[src/design/indexed_pixel_row_packer_core_macros.svh]
// ----------------------------------------------------------------------------
// Assertion macros for the indexed pixel row packer
// Shared shorthand for clocked implication checks with async reset disable.
// ----------------------------------------------------------------------------
`ifndef INDEXED_PIXEL_ROW_PACKER_CORE_MACROS_SVH
`define INDEXED_PIXEL_ROW_PACKER_CORE_MACROS_SVH

// Same-cycle implication, checked only out of reset
`define IPR_ASSERT_IMP(label, clk, rst_n, ante, cons) \
  label: assert property (@(posedge clk) disable iff (!(rst_n)) (ante) |-> (cons)) \
    else $error("ipr: same-cycle check failed");

// Next-cycle implication, checked only out of reset
`define IPR_ASSERT_NXT(label, clk, rst_n, ante, cons) \
  label: assert property (@(posedge clk) disable iff (!(rst_n)) (ante) |=> (cons)) \
    else $error("ipr: next-cycle check failed");

`endif

[src/design/ipr_pkg.sv]
`timescale 1ns / 1ps
// ----------------------------------------------------------------------------
// ipr_pkg
// Types and constants shared by the indexed pixel row packer modules.
// ----------------------------------------------------------------------------
package ipr_pkg;

  // Default sizing
  localparam int unsigned MAX_ROW_WIDTH_DEF = 4096;
  localparam int unsigned QUEUE_DEPTH_DEF   = 4;

  // Field and register widths
  localparam int unsigned PIXEL_W     = 8;
  localparam int unsigned ROW_WIDTH_W = 13;
  localparam int unsigned DEPTH_W     = 2;
  localparam int unsigned CFG_DATA_W  = 13;
  localparam int unsigned CFG_IDX_W   = 2;
  localparam int unsigned PAD_W       = 2;

  // Register reset values
  localparam logic [ROW_WIDTH_W-1:0] ROW_WIDTH_RST = 13'd8;

  // Register indexes on the configuration port
  typedef enum logic [CFG_IDX_W-1:0] {
    CFG_ROW_WIDTH  = 2'd0,
    CFG_DEPTH_MODE = 2'd1
  } cfg_idx_e;

  // Pixel depth codes (the unused code behaves as 8 bits per pixel)
  typedef enum logic [DEPTH_W-1:0] {
    DEPTH_1BPP = 2'd0,
    DEPTH_4BPP = 2'd1,
    DEPTH_8BPP = 2'd2
  } depth_e;

  // One classified pixel that produces output: a data byte plus padding
  typedef struct packed {
    logic [PIXEL_W-1:0] data;
    logic [PAD_W-1:0]   pad_cnt;
    logic               row_end;
  } job_t;

endpackage

[src/design/indexed_pixel_row_packer_core.sv]
// Path: an accepted pixel's job is written into the job queue, then loaded into
// the output register, where its first byte becomes valid once the slot is free.
// Throughput: one pixel per cycle while the job queue is not full, one byte per
// cycle while byte_ready_i is high; a row end with padding emits up to four
// bytes, so the queue backs up and intake stalls behind the single output byte.
// Reset: row_width 8, 8 bits per pixel, row state cleared, queue empty.
`timescale 1ns / 1ps
// ----------------------------------------------------------------------------
// indexed_pixel_row_packer_core
// Packs 1, 4 or 8 bit palette indices into bytes, padding each row to a
// multiple of four bytes.
// ----------------------------------------------------------------------------
module indexed_pixel_row_packer_core #(
  parameter int unsigned MAX_ROW_WIDTH = ipr_pkg::MAX_ROW_WIDTH_DEF,
  parameter int unsigned QUEUE_DEPTH   = ipr_pkg::QUEUE_DEPTH_DEF
) (
  input  logic                           clk_i,
  input  logic                           rst_ni,
  input  logic                           cfg_we_i,
  input  logic [ipr_pkg::CFG_IDX_W-1:0]  cfg_index_i,
  input  logic [ipr_pkg::CFG_DATA_W-1:0] cfg_data_i,
  input  logic                           pixel_valid_i,
  output logic                           pixel_ready_o,
  input  logic [ipr_pkg::PIXEL_W-1:0]    pixel_index_i,
  output logic                           byte_valid_o,
  input  logic                           byte_ready_i,
  output logic [ipr_pkg::PIXEL_W-1:0]    packed_byte_o,
  output logic                           row_end_o,
  output logic                           run_last_o
);
  import ipr_pkg::*;

  logic job_push, job_full, job_pop, job_empty;
  job_t push_job, head_job;

  // Intake and classification
  ipr_front #(
    .MAX_ROW_WIDTH(MAX_ROW_WIDTH)
  ) u_front (
    .clk_i         (clk_i),
    .rst_ni        (rst_ni),
    .cfg_we_i      (cfg_we_i),
    .cfg_index_i   (cfg_index_i),
    .cfg_data_i    (cfg_data_i),
    .pixel_valid_i (pixel_valid_i),
    .pixel_ready_o (pixel_ready_o),
    .pixel_index_i (pixel_index_i),
    .job_full_i    (job_full),
    .job_push_o    (job_push),
    .job_o         (push_job)
  );

  // Decoupling queue
  ipr_queue #(
    .DEPTH(QUEUE_DEPTH)
  ) u_queue (
    .clk_i      (clk_i),
    .rst_ni     (rst_ni),
    .push_i     (job_push),
    .push_job_i (push_job),
    .full_o     (job_full),
    .pop_i      (job_pop),
    .head_o     (head_job),
    .empty_o    (job_empty)
  );

  // Byte output and padding
  ipr_back u_back (
    .clk_i         (clk_i),
    .rst_ni        (rst_ni),
    .job_i         (head_job),
    .job_empty_i   (job_empty),
    .job_pop_o     (job_pop),
    .byte_valid_o  (byte_valid_o),
    .byte_ready_i  (byte_ready_i),
    .packed_byte_o (packed_byte_o),
    .row_end_o     (row_end_o),
    .run_last_o    (run_last_o)
  );

endmodule

[src/design/ipr_front.sv]
`timescale 1ns / 1ps
// ----------------------------------------------------------------------------
// ipr_front
// Holds configuration and row state, packs pixels into bytes and turns each
// accepted pixel that completes a byte or ends a row into an output job (data byte, padding count, row end).
// ----------------------------------------------------------------------------
module ipr_front #(
  parameter int unsigned MAX_ROW_WIDTH = ipr_pkg::MAX_ROW_WIDTH_DEF
) (
  input  logic                           clk_i,
  input  logic                           rst_ni,
  input  logic                           cfg_we_i,
  input  logic [ipr_pkg::CFG_IDX_W-1:0]  cfg_index_i,
  input  logic [ipr_pkg::CFG_DATA_W-1:0] cfg_data_i,
  input  logic                           pixel_valid_i,
  output logic                           pixel_ready_o,
  input  logic [ipr_pkg::PIXEL_W-1:0]    pixel_index_i,
  input  logic                           job_full_i,
  output logic                           job_push_o,
  output ipr_pkg::job_t                  job_o
);
  import ipr_pkg::*;

  localparam int unsigned COL_W = (MAX_ROW_WIDTH > 1) ? $clog2(MAX_ROW_WIDTH) : 1;

  logic [ROW_WIDTH_W-1:0] row_width_q;
  logic [DEPTH_W-1:0]     depth_mode_q;
  logic [PIXEL_W-1:0]     acc_q, acc_d, acc_new;
  logic [2:0]             pib_q, pib_d;
  logic [COL_W-1:0]       col_q, col_d, last_col;
  logic [PAD_W-1:0]       rbm_q, rbm_d, rbm_inc;
  logic [PIXEL_W-1:0]     mask;
  logic [2:0]             shift;
  logic [3:0]             per_byte, pib_inc;
  logic [31:0]            eff_width;
  logic                   accept, last, emit;

  // Decode pixel depth
  always_comb begin
    unique case (depth_mode_q)
      DEPTH_1BPP: begin
        mask     = 8'h01;
        shift    = pib_q;
        per_byte = 4'd8;
      end
      DEPTH_4BPP: begin
        mask     = 8'h0F;
        shift    = {pib_q[0], 2'b00};
        per_byte = 4'd2;
      end
      default: begin
        mask     = 8'hFF;
        shift    = 3'd0;
        per_byte = 4'd1;
      end
    endcase
  end

  // Clamp row width to 1..MAX_ROW_WIDTH and find the last column
  always_comb begin
    if (row_width_q == '0) begin
      eff_width = 32'd1;
    end else if (32'(row_width_q) > MAX_ROW_WIDTH) begin
      eff_width = MAX_ROW_WIDTH;
    end else begin
      eff_width = 32'(row_width_q);
    end
    last_col = COL_W'(eff_width - 32'd1);
  end

  // Classify the incoming pixel
  assign pixel_ready_o = !job_full_i;
  assign accept        = pixel_valid_i && pixel_ready_o;
  assign acc_new       = acc_q | ((pixel_index_i & mask) << shift);
  assign pib_inc       = {1'b0, pib_q} + 4'd1;
  assign last          = (col_q >= last_col);
  assign emit          = (pib_inc >= per_byte) || last;
  assign rbm_inc       = rbm_q + 2'd1;

  assign job_push_o    = accept && emit;
  assign job_o.data    = acc_new;
  assign job_o.pad_cnt = last ? PAD_W'(2'd0 - rbm_inc) : '0;
  assign job_o.row_end = last;

  // Advance row state
  always_comb begin
    acc_d = acc_q;
    pib_d = pib_q;
    col_d = col_q;
    rbm_d = rbm_q;
    if (accept) begin
      acc_d = emit ? '0 : acc_new;
      pib_d = emit ? 3'd0 : pib_inc[2:0];
      col_d = last ? '0 : col_q + COL_W'(1);
      if (last) begin
        rbm_d = '0;
      end else if (emit) begin
        rbm_d = rbm_inc;
      end
    end
  end

  // Hold configuration; a write to the row width or depth mode register starts a fresh row
  always_ff @(posedge clk_i or negedge rst_ni) begin
    if (!rst_ni) begin
      row_width_q  <= ROW_WIDTH_RST;
      depth_mode_q <= DEPTH_8BPP;
      acc_q        <= '0;
      pib_q        <= '0;
      col_q        <= '0;
      rbm_q        <= '0;
    end else if (cfg_we_i) begin
      if (cfg_index_i == CFG_ROW_WIDTH) begin
        row_width_q <= cfg_data_i[ROW_WIDTH_W-1:0];
        acc_q <= '0;
        pib_q <= '0;
        col_q <= '0;
        rbm_q <= '0;
      end else if (cfg_index_i == CFG_DEPTH_MODE) begin
        depth_mode_q <= cfg_data_i[DEPTH_W-1:0];
        acc_q <= '0;
        pib_q <= '0;
        col_q <= '0;
        rbm_q <= '0;
      end
    end else begin
      acc_q <= acc_d;
      pib_q <= pib_d;
      col_q <= col_d;
      rbm_q <= rbm_d;
    end
  end

endmodule

[src/design/ipr_queue.sv]
`timescale 1ns / 1ps
// ----------------------------------------------------------------------------
// ipr_queue
// Small job queue that decouples pixel intake from byte output.
// ----------------------------------------------------------------------------
`include "indexed_pixel_row_packer_core_macros.svh"

module ipr_queue #(
  parameter int unsigned DEPTH = ipr_pkg::QUEUE_DEPTH_DEF
) (
  input  logic          clk_i,
  input  logic          rst_ni,
  input  logic          push_i,
  input  ipr_pkg::job_t push_job_i,
  output logic          full_o,
  input  logic          pop_i,
  output ipr_pkg::job_t head_o,
  output logic          empty_o
);
  import ipr_pkg::*;

  localparam int unsigned PTR_W = (DEPTH > 1) ? $clog2(DEPTH) : 1;
  localparam int unsigned CNT_W = $clog2(DEPTH + 1);

  job_t             mem_q [DEPTH];
  logic [PTR_W-1:0] wr_ptr_q, wr_ptr_d, rd_ptr_q, rd_ptr_d;
  logic [CNT_W-1:0] cnt_q, cnt_d;

  assign full_o  = (cnt_q == CNT_W'(DEPTH));
  assign empty_o = (cnt_q == '0);
  assign head_o  = mem_q[rd_ptr_q];

  // Advance pointers with wrap at the queue depth
  always_comb begin
    wr_ptr_d = wr_ptr_q;
    rd_ptr_d = rd_ptr_q;
    cnt_d    = cnt_q;
    if (push_i) begin
      wr_ptr_d = (wr_ptr_q == PTR_W'(DEPTH - 1)) ? '0 : wr_ptr_q + PTR_W'(1);
    end
    if (pop_i) begin
      rd_ptr_d = (rd_ptr_q == PTR_W'(DEPTH - 1)) ? '0 : rd_ptr_q + PTR_W'(1);
    end
    if (push_i && !pop_i) begin
      cnt_d = cnt_q + CNT_W'(1);
    end else if (pop_i && !push_i) begin
      cnt_d = cnt_q - CNT_W'(1);
    end
  end

  always_ff @(posedge clk_i or negedge rst_ni) begin
    if (!rst_ni) begin
      wr_ptr_q <= '0;
      rd_ptr_q <= '0;
      cnt_q    <= '0;
    end else begin
      wr_ptr_q <= wr_ptr_d;
      rd_ptr_q <= rd_ptr_d;
      cnt_q    <= cnt_d;
    end
  end

  // Store pushed jobs
  always_ff @(posedge clk_i) begin
    if (push_i) begin
      mem_q[wr_ptr_q] <= push_job_i;
    end
  end

  `IPR_ASSERT_IMP(a_no_push_full, clk_i, rst_ni, push_i, !full_o)
  `IPR_ASSERT_IMP(a_no_pop_empty, clk_i, rst_ni, pop_i, !empty_o)
  `IPR_ASSERT_IMP(a_cnt_bound, clk_i, rst_ni, 1'b1, cnt_q <= CNT_W'(DEPTH))

endmodule

[src/design/ipr_back.sv]
`timescale 1ns / 1ps
// ----------------------------------------------------------------------------
// ipr_back
// Expands queued jobs into output beats: the data byte, then zero padding,
// marking the row end and the final beat of each job.
// ----------------------------------------------------------------------------
`include "indexed_pixel_row_packer_core_macros.svh"

module ipr_back (
  input  logic                        clk_i,
  input  logic                        rst_ni,
  input  ipr_pkg::job_t               job_i,
  input  logic                        job_empty_i,
  output logic                        job_pop_o,
  output logic                        byte_valid_o,
  input  logic                        byte_ready_i,
  output logic [ipr_pkg::PIXEL_W-1:0] packed_byte_o,
  output logic                        row_end_o,
  output logic                        run_last_o
);
  import ipr_pkg::*;

  logic               out_valid_q, out_valid_d;
  logic [PIXEL_W-1:0] data_q, data_d;
  logic               row_end_q, row_end_d;
  logic               run_last_q, run_last_d;
  logic [PAD_W-1:0]   pad_left_q, pad_left_d;
  logic               load;

  // Output slot is free when empty or being taken this cycle
  assign load = !out_valid_q || byte_ready_i;

  // Pick the next beat: pending padding first, then a new job
  always_comb begin
    out_valid_d = out_valid_q;
    data_d      = data_q;
    row_end_d   = row_end_q;
    run_last_d  = run_last_q;
    pad_left_d  = pad_left_q;
    job_pop_o   = 1'b0;
    if (load) begin
      if (pad_left_q != '0) begin
        out_valid_d = 1'b1;
        data_d      = '0;
        pad_left_d  = pad_left_q - PAD_W'(1);
        row_end_d   = (pad_left_q == PAD_W'(1));
        run_last_d  = (pad_left_q == PAD_W'(1));
      end else if (!job_empty_i) begin
        job_pop_o   = 1'b1;
        out_valid_d = 1'b1;
        data_d      = job_i.data;
        pad_left_d  = job_i.pad_cnt;
        row_end_d   = job_i.row_end && (job_i.pad_cnt == '0);
        run_last_d  = (job_i.pad_cnt == '0);
      end else begin
        out_valid_d = 1'b0;
      end
    end
  end

  always_ff @(posedge clk_i or negedge rst_ni) begin
    if (!rst_ni) begin
      out_valid_q <= 1'b0;
      pad_left_q  <= '0;
    end else begin
      out_valid_q <= out_valid_d;
      pad_left_q  <= pad_left_d;
    end
  end

  always_ff @(posedge clk_i) begin
    data_q     <= data_d;
    row_end_q  <= row_end_d;
    run_last_q <= run_last_d;
  end

  assign byte_valid_o  = out_valid_q;
  assign packed_byte_o = data_q;
  assign row_end_o     = row_end_q;
  assign run_last_o    = run_last_q;

  `IPR_ASSERT_IMP(a_pad_needs_valid, clk_i, rst_ni, pad_left_q != '0, out_valid_q)
  `IPR_ASSERT_IMP(a_row_end_is_last, clk_i, rst_ni, out_valid_q && row_end_q, run_last_q)
  `IPR_ASSERT_IMP(a_pop_not_pad, clk_i, rst_ni, job_pop_o, pad_left_q == '0 && load)

endmodule
[config.mk]
export PLATFORM = sky130hd
export DESIGN_NAME = indexed_pixel_row_packer_core
export DESIGN_NICKNAME = d
export VERILOG_FILES = /design/src/design/ipr_pkg.sv /design/src/design/indexed_pixel_row_packer_core.sv /design/src/design/ipr_front.sv /design/src/design/ipr_queue.sv /design/src/design/ipr_back.sv
export VERILOG_INCLUDE_DIRS = /design/src /design/src/design
export SDC_FILE = /design/constraint.sdc
export NUM_CORES = 1
export LEC_CHECK = 0
export ABC_AREA = 1
export BUFFER_PORTS_ARGS = -buffer_cell sky130_fd_sc_hd__buf_4
export CAP_MARGIN = 20
export CORE_MARGIN = 2
export CORE_UTILIZATION = 55
export CTS_CLUSTER_DIAMETER = 80
export CTS_CLUSTER_SIZE = 10
export DETAILED_ROUTE_END_ITERATION = 8
export GPL_ROUTABILITY_DRIVEN = 1
export MAX_ROUTING_LAYER = met4
export PLACE_DENSITY_LB_ADDON = 0.2
export SYNTH_ARGS = -nofsm -noshare
export SYNTH_HDL_FRONTEND = slang
export SYNTH_HIERARCHICAL = 1
export SYNTH_SLANG_ARGS = --single-unit
[constraint.sdc]
create_clock -name clk_i -period 7.2 [get_ports clk_i]
set_input_delay 0 -clock clk_i [delete_from_list [all_inputs] [get_ports clk_i]]
set_output_delay 0 -clock clk_i [all_outputs]
set_load 0.02 [all_outputs]
## Word level (Yosys, flattened, before mapping)

Memory sizes are Yosys's and may differ from the RTL's.
Cells that the tools add are included.

| word-level totals | value |
|---|---|
| register bits after elaboration | 60 |
| RAM bits | 44 |
| input port bits | 28 |
| output and inout bits | 12 |
| logic and storage cells | 109 |
| memories kept | 1 |

| cells by class | value |
|---|---|
| add/subtract/negate cells | 10 |
| $lt $le $gt $ge | 3 |
| eq/ne operators | 8 |
| shift-type cells | 1 |
| muxes and demuxes | 44 |
| bitwise operators | 3 |
| reductions and logical operators | 25 |

Memory list:

| name | depth | bits a word | rd ports | clocked after memory_dff | write ports | line | source |
|---|---|---|---|---|---|---|---|
| u_queue.mem_q | 4 | 11 | 1 | 0 | 1 | ipr_queue.sv:25 | `job_t mem_q [DEPTH];` |

Operators by type and width:

| cell | number |
|---|---|
| 12-bit 2-to-1 mux | 7 |
| 8-bit 2-to-1 mux | 6 |
| 2-bit 2-to-1 mux | 11 |
| 3-bit 2-to-1 mux | 7 |
| 8-bit one-hot mux with 2 select lines | 1 |
| 13-bit > comparator (second input constant) | 1 |
| 13-bit logical NOT | 1 |
| 12-bit by 1-bit adder with 12-bit output (second input constant) | 1 |
| 12-bit greater-or-equal comparator | 1 |
| 12-bit by 1-bit subtractor with 12-bit output (second input constant) | 1 |
| 1-bit 2-to-1 mux | 10 |
| 8-bit bitwise AND | 1 |
| 8-bit OR | 1 |
| 4-bit one-hot mux with 2 select lines | 1 |
| 8-bit by 3-bit << shifter with 8-bit output | 1 |
| 2-bit by 1-bit adder with 2-bit output (second input constant) | 3 |
| 2-bit by 1-bit == test with 1-bit output (second input constant) | 3 |
| 2-bit logical NOT | 3 |
| 3-bit one-hot mux with 2 select lines | 1 |
| 2-bit AND reduction | 3 |
| 3-bit AND reduction | 2 |
| 2-bit nonzero test | 3 |
| 1-bit logical AND | 5 |
| 3-bit by 1-bit adder with 4-bit output (second input constant) | 1 |
| 14 further kinds | 19 |

## Longest topological paths before layout

Gate-level depths: netlist of run 1.

| depth | value |
|---|---|
| word-level depth | 11 |
| gate-level depth with buffers | 29 |
| gate-level depth less buffers | 29 |

## Hierarchy

Netlist of run 1, hierarchy kept.

By module, submodules not included:

| module | instances | cells each | area each (µm²) | sequential area each (µm²) |
|---|---|---|---|---|
| ipr_front | 1 | 357 | 2670.1 | 1003.5 |
| ipr_queue | 1 | 180 | 2180.8 | 1496.4 |
| ipr_back | 1 | 56 | 566.8 | 375.4 |

## Worst setup path before layout of run 1

OpenSTA, ideal clock, no wires.

| timing | value |
|---|---|
| path type | register -> register |
| from | register u_front.row_width_q[3] |
| to | register u_queue.cnt_q[2] |
| setup time | 0.117 ns |
| arrival | 3.499 ns |
| data required time | 7.083 ns |
| slack | 3.584 ns |
| cell stages (with the launch flop) | 27 |
| buffers on the path | 0 |
| period minus slack after synthesis | 3.616 ns |
| path through | dfstp_2 -> nor2_1 -> nand2_1 -> inv_1 -> nand2_1 -> nand2_2 -> nand2_2 -> ha_1 -> nand3_1 -> inv_1 -> nand2_1 -> o21ai_0 -> nand2_1 -> ha_1 -> nand4_1 -> a21oi_1 -> nor2_1 -> nand2_1 -> nor2_2 -> nor2_1 -> ha_1 -> inv_1 -> fa_1 -> nand2_1 -> nand3_1 -> nand2_1 -> nand2_1 |

| between the ends | value |
|---|---|
| longest elaborated chain between the ends | 10 |
| elaborated cells on any way between the ends | 13 |
| classes of those cells | 1 x add/sub; 2 x order compare; 3 x mux; 7 x reduce/logical |

RTL lines:

| what | line | source |
|---|---|---|
| from (decl) | ipr_front.sv:26 | `logic [ROW_WIDTH_W-1:0] row_width_q;` |
| from (signal assigned) | ipr_front.sv:114 | `row_width_q <= cfg_data_i[ROW_WIDTH_W-1:0];` |
| 13-bit > comparator | ipr_front.sv:63 | `end else if (32'(row_width_q) > MAX_ROW_WIDTH) begin` |
| 12-bit 2-to-1 mux | ipr_front.sv:63 |  |
| 12-bit 2-to-1 mux (*) | ipr_front.sv:61 | `if (row_width_q == '0) begin` |
| 12-bit by 1-bit subtractor with 12-bit output (*) | ipr_front.sv:68 | `last_col = COL_W'(eff_width - 32'd1);` |
| 12-bit greater-or-equal comparator (*) | ipr_front.sv:76 | `assign last = (col_q >= last_col);` |
| named net u_front.last | ipr_front.sv:36 | `logic accept, last, emit;` |
| 1-bit logical OR (*) | ipr_front.sv:77 | `assign emit = (pib_inc >= per_byte) \|\| last;` |
| 1-bit logical AND (*) | ipr_front.sv:80 | `assign job_push_o = accept && emit;` |
| named net job_push | indexed_pixel_row_packer_core.sv:33 | `logic job_push, job_full, job_pop, job_empty;` |
| 1-bit logical NOT | ipr_queue.sv:46 | `end else if (pop_i && !push_i) begin` |
| 1-bit logical AND | ipr_queue.sv:46 |  |
| 2-bit nonzero test (no line) | - |  |
| to (signal assigned) | ipr_queue.sv:59 | `cnt_q <= cnt_d;` |
| to (decl) | ipr_queue.sv:27 | `logic [CNT_W-1:0] cnt_q, cnt_d;` |

Mark *: on every way through the listed nets, which the timed path passes. The rest lies on a longest branch.
A chain may end at the register's enable or synchronous reset.

==> implementation parameters, run 1 <==
Parameter                              Value

Placed design
  Last weighted congestion value of the routability-driven placer    0.8554
  Cell area reported after detailed placement    just under 6000 um^2
  Number of I/O port buffers    39
  Total instance count after detailed placement    755
  Placement Setup Slack    a little over 3000 ps
  Post-DP HPWL    7.289 mm

Setup path
  Origin of the critical flop-to-flop path    u_front/row_width_q[3]
  Slack of the worst reg-to-reg path    3090 ps
  Type of origin of the critical path    register
  Kind of capture point of the worst setup path    register
  Worst reg-to-reg path cell count    26
  Arrival time of the worst setup path    4390 ps
  Critical path fanouts, max    9
  Critical path class    register to register
  Required time of the critical path    about 7500 ps
  Destination of the worst register-to-register timing path    u_queue/cnt_q[2]

Synthesis
  Most common cell in the synthesized netlist    nand2_1
  Ys Warns    6
  Flop and latch count out of synthesis    104
  Count of unique library cells instantiated by Yosys    39
  Cell types occupying the most area after synthesis    edfxtp_1 (30%), dfrtp_1 (22%), nand2_1 (11%)
  Synthesized netlist cell count    between 500 and 600
  Asr flop ratio synth    0.4808
  Share of the synthesized area in the top cell type    0.2993
  Library cell occupying the most area in the post-synthesis netlist    edfxtp_1
  Post-synthesis average cell area    approximately 9.1 um^2
  Proportion of synthesized chip area in sequential cells    0.5307
  Total nets after synthesis    approximately 650
  Post-synthesis instance area    approximately 5400 um^2
  Most numerous cell types in the synthesized netlist    nand2_1 (154), inv_1 (93), edfxtp_1 (54)
  Number of flops mapped to enable cells by yosys    54
  Top_reg_cell synth    edfxtp_1

Route
  Router iterations before antenna repair    4
  Detailed-route wire length    9.982 mm
  Vias per std cell    ~5
  Total number of vias    roughly 4000
  DRC errors left    0
  1st-iter DRT viols    roughly 140
  Detail Route Antenna Nets    0
  Mean routed wirelength per cell    12.65 um

GRT
  Global-route wire length before repair    between 15 and 20 mm
  Via count of the first global-routing pass    around 3800
  GRT overflow    0
  Antenna violations before repair    0
  Maximum number of pins on one net before global-route repair    51
  Overall global routing resource usage    0.2158

Finish
  Ant. Diodes    0
  Non-filler cells in the finished layout    just under 800
  Signed area change from the synthesized netlist to the final layout    13.67%
  Non-Filler Cell Area, Final    6158 um^2
  Fillcell total    ~800
  Share of post-route cells with drive strength above 1    0.1372
  Layout Nets    between 700 and 800

Floorplan
  Initial cell density of the core    0.5594
  Die area    10660 um^2
  Area of the core region    approximately 9700 um^2
  Std cell rows    36
  Die X-Extent    103.3 um
  Die height    slightly above 100 um
  Number of placed I/O pins    40

Worst hold path
  WHS Endpoint    u_front/acc_q[5]
  Kind of path behind the tightest hold check    primary input to register
  Worst min-delay path startpoint    pixel_index_i[5]
  Count of cells along the worst hold path    5

CTS
  TritonCTS clock tree    yes
  Post_cts resized    0
  Clock latency on the worst-skew pair    about 370 ps
  Clk slew on worst S/H paths    around 100 ps
  Clock sink total    104
  Number of buffers on the longest clock path    2
  CTS Root Cell    clkbuf_8
  Number of levels the H-tree was split into    3
  CTS Buf Count    9

STA
  Worst Max-Slew Pin Slew    648.0 ps
  Portion of the clock cycle consumed by the worst path in the final layout    0.5713
  Total count of max-transition violations in the final report    0
  Unrepaired setup endpoints after global routing    no
  Fmax    between 0.2 and 0.25 GHz
  Fin Clk Skew    13.09 ps
  Total negative setup slack    0 ps
  Slack of the critical path    3087 ps
  Final setup violating endpoints    0
  Worst Hold Slack    between 20 and 30 ps
  Final number of hold-violating endpoints    0
  Headroom to the max-slew limit    0.5680
  Fin crit period    ~4100 ps

Power and ir drop
  Power per cell area    roughly 320 nW/um^2
  Static leakage power    around 3 nW
  Worst VDD drop    between 150 and 200 uV

Status
  Result of the run    finished clean

Job
  Max-capacitance violation count    0
[sequential cells by signal (all words and copies together), names as in the netlist, 3 cells and up]
register	flops
u_queue/mem_q	44
u_front/row_width_q	13
u_front/col_q	12
u_back/packed_byte_o	8
u_front/acc_q	8
u_front/pib_q	3
u_queue/cnt_q	3
[placed cells by master, fill, tap and decap left out, drive strengths merged]
master       instances
xnor2                4
nor4                 1
o211ai              23
clkbuf              11
ha                  24
nand3               21
mux2                 9
fa                   1
xor2                 7
a31oi                1
dlygate4sd3         18
edfxtp              54
o21bai               1
nand2              161
buf                 39
nand3b               1
nor2                51
or2                  1
a21oi               20
dfrtp               48
clkinv               2
o22ai                4
o21ai               32
dfstp                2
a21o                 1
nor3                12
nand4                5
inv                102
[worst max-delay path, cell delays in order, from the launching register on]
cell     delay [ps]
dfstp_2         560
nor2_1           50
nand2_1          70
inv_1            40
nand2_1          70
nand2_2         100
nand2_2         110
ha_1            180
nand3_1          80
inv_1           100
nand2_1         100
o21ai_0         180
nand2_1          70
ha_1            290
nand4_1         110
a21oi_1         150
nor2_1           90
nand2_1         230
nor2_2           80
nor2_1          410
ha_1            250
inv_1            60
fa_1            380
nand2_1         100
nand3_1          70
nand2_1          60
nand2_1          40
[stage by stage]
| stage | power, W | utilization |
|---|---|---|
| 2_1_floorplan | 0.001467 | - |
| 5_1_grt | 0.002163 | 0.6359 |
| 4_1_cts | 0.002007 | 0.6359 |
| 3_5_place_dp | 0.001662 | 0.5990 |
| 3_3_place_gp | 0.001628 | 0.5990 |
| 6_report | 0.001987 | 0.6359 |
[layout make-up]
class / instances / area, um^2 / area share
sequential: 104 / 2875 / 0.4669
multi-input combinational: 380 / 2095 / 0.3401
timing repair buffer: 57 / 473.0 / 0.07680
inverter: 99 / 371.6 / 0.06034
tap: 133 / 166.4 / 0.02702
clock buffer: 11 / 141.4 / 0.02296
clock inverter: 5 / 36.28 / 0.005892
[power breakdown]
group | switching (W) | total, W | internal [W]
clock | 0.000199 | 0.000338 | 0.000138
combinational | 0.000476 | 0.000754 | 0.000278
sequential | 0.0000945 | 0.000895 | 0.000801
[what timing repair did]
item,4_1_cts,5_1_grt
hold buffers,18,0
setup buffers,0,0
setup endpoints to repair,0,0
hold endpoints to repair,67,0
[logic make-up after synthesis]
| logic type | synth area share |
|---|---|
| AOI/OAI and AO/OA | 0.08984 |
| xor gates and xnor gates | 0.01778 |
| adders and majority gates | 0.05912 |
| buffers and inverters | 0.08268 |
| DFF | 0.5307 |
| muxes | 0.01871 |
| and+or+nand+nor | 0.2012 |
[layer usage]
layer | up-vias | share of wire | global-route usage
li1 | 2055 | - | -
met1 | 1803 | 0.47 | 0.2927
met2 | 74 | 0.47 | 0.3412
met3 | 8 | 0.045 | 0.03427
met4 | 0 | 0.012 | 0.06073
met5 | - | 0 | -
[worst max-delay path by stage]
stage                           start                to  slack (ps)  cells past startpoint
4_1_cts        u_front/row_width_q[3]  u_queue/cnt_q[2]        3090                     26
6_report       u_front/row_width_q[3]  u_queue/cnt_q[2]        3090                     26
5_1_grt        u_front/row_width_q[3]  u_queue/cnt_q[2]        2620                     26
3_3_place_gp   u_front/row_width_q[3]  u_queue/cnt_q[2]        3290                     26
2_1_floorplan  u_front/row_width_q[3]  u_queue/cnt_q[2]        3580                     26
3_5_place_dp   u_front/row_width_q[3]  u_queue/cnt_q[2]        3080                     26
No activity file was read; power rests on OpenSTA's default activity.
==> run 2, diff against run 1 <==
==> constraint.sdc (replaced) <==
create_clock -name clk_i -period 3.5 [get_ports clk_i]
set_input_delay 0 -clock clk_i [delete_from_list [all_inputs] [get_ports clk_i]]
set_output_delay 0 -clock clk_i [all_outputs]
set_load 0.02 [all_outputs]
==> implementation parameters, run 2 (synthesis gave the netlist of run 1 again) <==
Parameter                              Value

Status
  Result of the run    finished clean

Floorplan
  Die X-Extent    between 100 and 150 um
  Area of the core region    9684 um^2
  Die height    ~100 um
  Number of placed I/O pins    40
  Die area    between 10000 and 15000 um^2
  Std cell rows    36
  Initial cell density of the core    0.5594

Power and ir drop
  Proportion of power drawn by the clock network    0.196
  Worst VDD drop    between 300 and 400 uV
  Static leakage power    about 3.1 nW
  Sw power    around 0.0017 W
  Part of the power in registers    0.408
  Switching share of power    0.3737
  Pint    between 0.002 and 0.003 W
  Combinational cell fraction of total power    0.395
  Total power draw    0.004509 W
  Power per cell area    688.9 nW/um^2

Finish
  Signed area change from the synthesized netlist to the final layout    20.81%
  Layout Nets    about 730
  Leading cell type in the layout, fill and taps excluded    nand2_1
  Top library cells by usage in the layout, fill and taps aside    nand2_1 (147), inv_1 (89), buf_4 (58)
  Non-filler cells in the finished layout    813
  Flip-flop count of the largest register after layout    44
  Ant. Diodes    0
  Share of post-route cells with drive strength above 1    0.1941
  Largest registers    u_queue/mem_q x44, u_front/row_width_q x13, u_front/col_q x12
  Post-route core utilization    0.6758
  Most flop-heavy register    u_queue/mem_q

Route
  1st-iter DRT viols    between 150 and 200
  Detail Route Antenna Nets    0
  Router iterations before antenna repair    5
  Total number of vias    4106
  Detailed-route wire length    11.01 mm
  DRC errors left    0
  Vias per std cell    ~5.1
  Mean routed wirelength per cell    13.54 um

GRT
  Global-route wire length before repair    around 18 mm
  Maximum number of pins on one net before global-route repair    51
  Antenna violations before repair    0
  Via count of the first global-routing pass    3874
  GRT overflow    0
  Overall global routing resource usage    0.2324

Setup path
  Critical path class    register to register
  Worst-path cell with the longest stage delay    dfstp_2
  Kind of capture point of the worst setup path    register
  Delay of the slowest cell on the worst path    570 ps
  Critical path fanouts, max    4
  Required time of the critical path    ~3800 ps
  Type of origin of the critical path    register
  Arrival time of the worst setup path    3740 ps
  Most used cell, CP    nand2_2

Job
  Max-capacitance violation count    0

STA
  Worst Max-Slew Pin Slew    between 600 and 700 ps
  Portion of the clock cycle consumed by the worst path in the final layout    0.9910
  Headroom to the max-slew limit    0.5640
  Slack of the critical path    31.59 ps
  Fin Clk Skew    12.37 ps
  Fin crit period    roughly 3500 ps
  Total negative setup slack    0 ps
  Total count of max-transition violations in the final report    0
  Final setup violating endpoints    0
  Fmax    roughly 0.29 GHz
  Unrepaired setup endpoints after global routing    yes
  Final number of hold-violating endpoints    0

Placed design
  Post-DP HPWL    7.563 mm
  Placement Setup Slack    -114.7 ps
  Last weighted congestion value of the routability-driven placer    approximately 0.87
  Number of I/O port buffers    39
  Total instance count after detailed placement    766

CTS
  TritonCTS clock tree    yes
  CTS Root Cell    clkbuf_8
  CTS Buf Count    9
  Clock latency on the worst-skew pair    between 300 and 400 ps
  Number of levels the H-tree was split into    3
  Clk slew on worst S/H paths    approximately 100 ps
  Clock sink total    104
  Number of buffers on the longest clock path    2

Worst hold path
  Kind of path behind the tightest hold check    primary input to register
==> run 2: changes by cell type in the layout (fill, tap and decap cells not counted), sizes merged <==
cell and change:
buf +23, bufinv +3, inv -3, clkinv -1, clkinvlp +1, dlygate4sd3 +1
==> run 2: worst paths after layout <==
kind / from / end / slack, ps / cells past startpoint
max: u_front/row_width_q[3] / u_queue/cnt_q[2] / 30 / 28
min: pixel_index_i[7] / u_queue/mem_q[1][10] / 40 / 3
max reg2reg: u_front/row_width_q[3] / u_queue/cnt_q[2] / 30 / 28
min reg2reg: u_front/acc_q[6] / u_front/acc_q[6] / 510 / 2
max in group asynchronous: rst_ni / u_front/col_q[11] / 2880 / 2
min in group asynchronous: rst_ni / u_queue/cnt_q[0] / 190 / 2
==> run 2: power groups by stage <==
stage / Clock (W) / Combinational [W] / Sequential (W)
floorplan: 0 / 0.00114 / 0.00189
global placement: 0 / 0.00157 / 0.00185
detailed placement: 0 / 0.00164 / 0.00187
CTS: 0.000910 / 0.00171 / 0.00184
global route: 0.000954 / 0.00203 / 0.00187
finish: 0.000885 / 0.00178 / 0.00184
==> run 2: worst max-delay path: cells and delay by family, from the launching register on <==
kind	cells	cell delay, ps
simple gates	17	1240
compound gates	1	140
buf+inv	5	320
flops	1	570
fa+ha+maj	4	930
xor+xnor	1	170
==> run 2: routing by layer <==
layer / up-vias / routed length (um) / track usage / share of wire
met5: - / 0 / - / 0
met4: 0 / 166 / 0.08198 / 0.015
met3: 10 / 408 / 0.04503 / 0.037
met2: 76 / 5314 / 0.3751 / 0.48
met1: 1922 / 5121 / 0.2955 / 0.47
li1: 2098 / - / - / -
==> run 2: per-stage QoR <==
step	hold slack [ps]	instance area, um^2
2_1_floorplan	-295.6	5425
4_1_cts	17.25	6454
6_report	37.48	6545
3_3_place_gp	72.64	5941
3_5_place_dp	81.83	5941
5_1_grt	47.96	6545
==> run 2: repair_timing <==
| item | in CTS | in global routing |
|---|---|---|
| hold buffers | 19 | 0 |
| gates resized for setup | 11 | 15 |
| endpoints found under the setup margin | 2 | 43 |
| pin swaps | 6 | 20 |
| endpoints found under the hold margin | 68 | 0 |
| buffers inserted | 7 | 5 |
==> run 2: final cells by class <==
class	instances	area [um^2]
flip-flops and latches	104	2875
fillers	739	3139
repair buffers	81	705.7
clock buffers	11	131.4
clock inverters	5	106.4
inverters	99	374.1
multi-input cells	380	2186
well taps	133	166.4
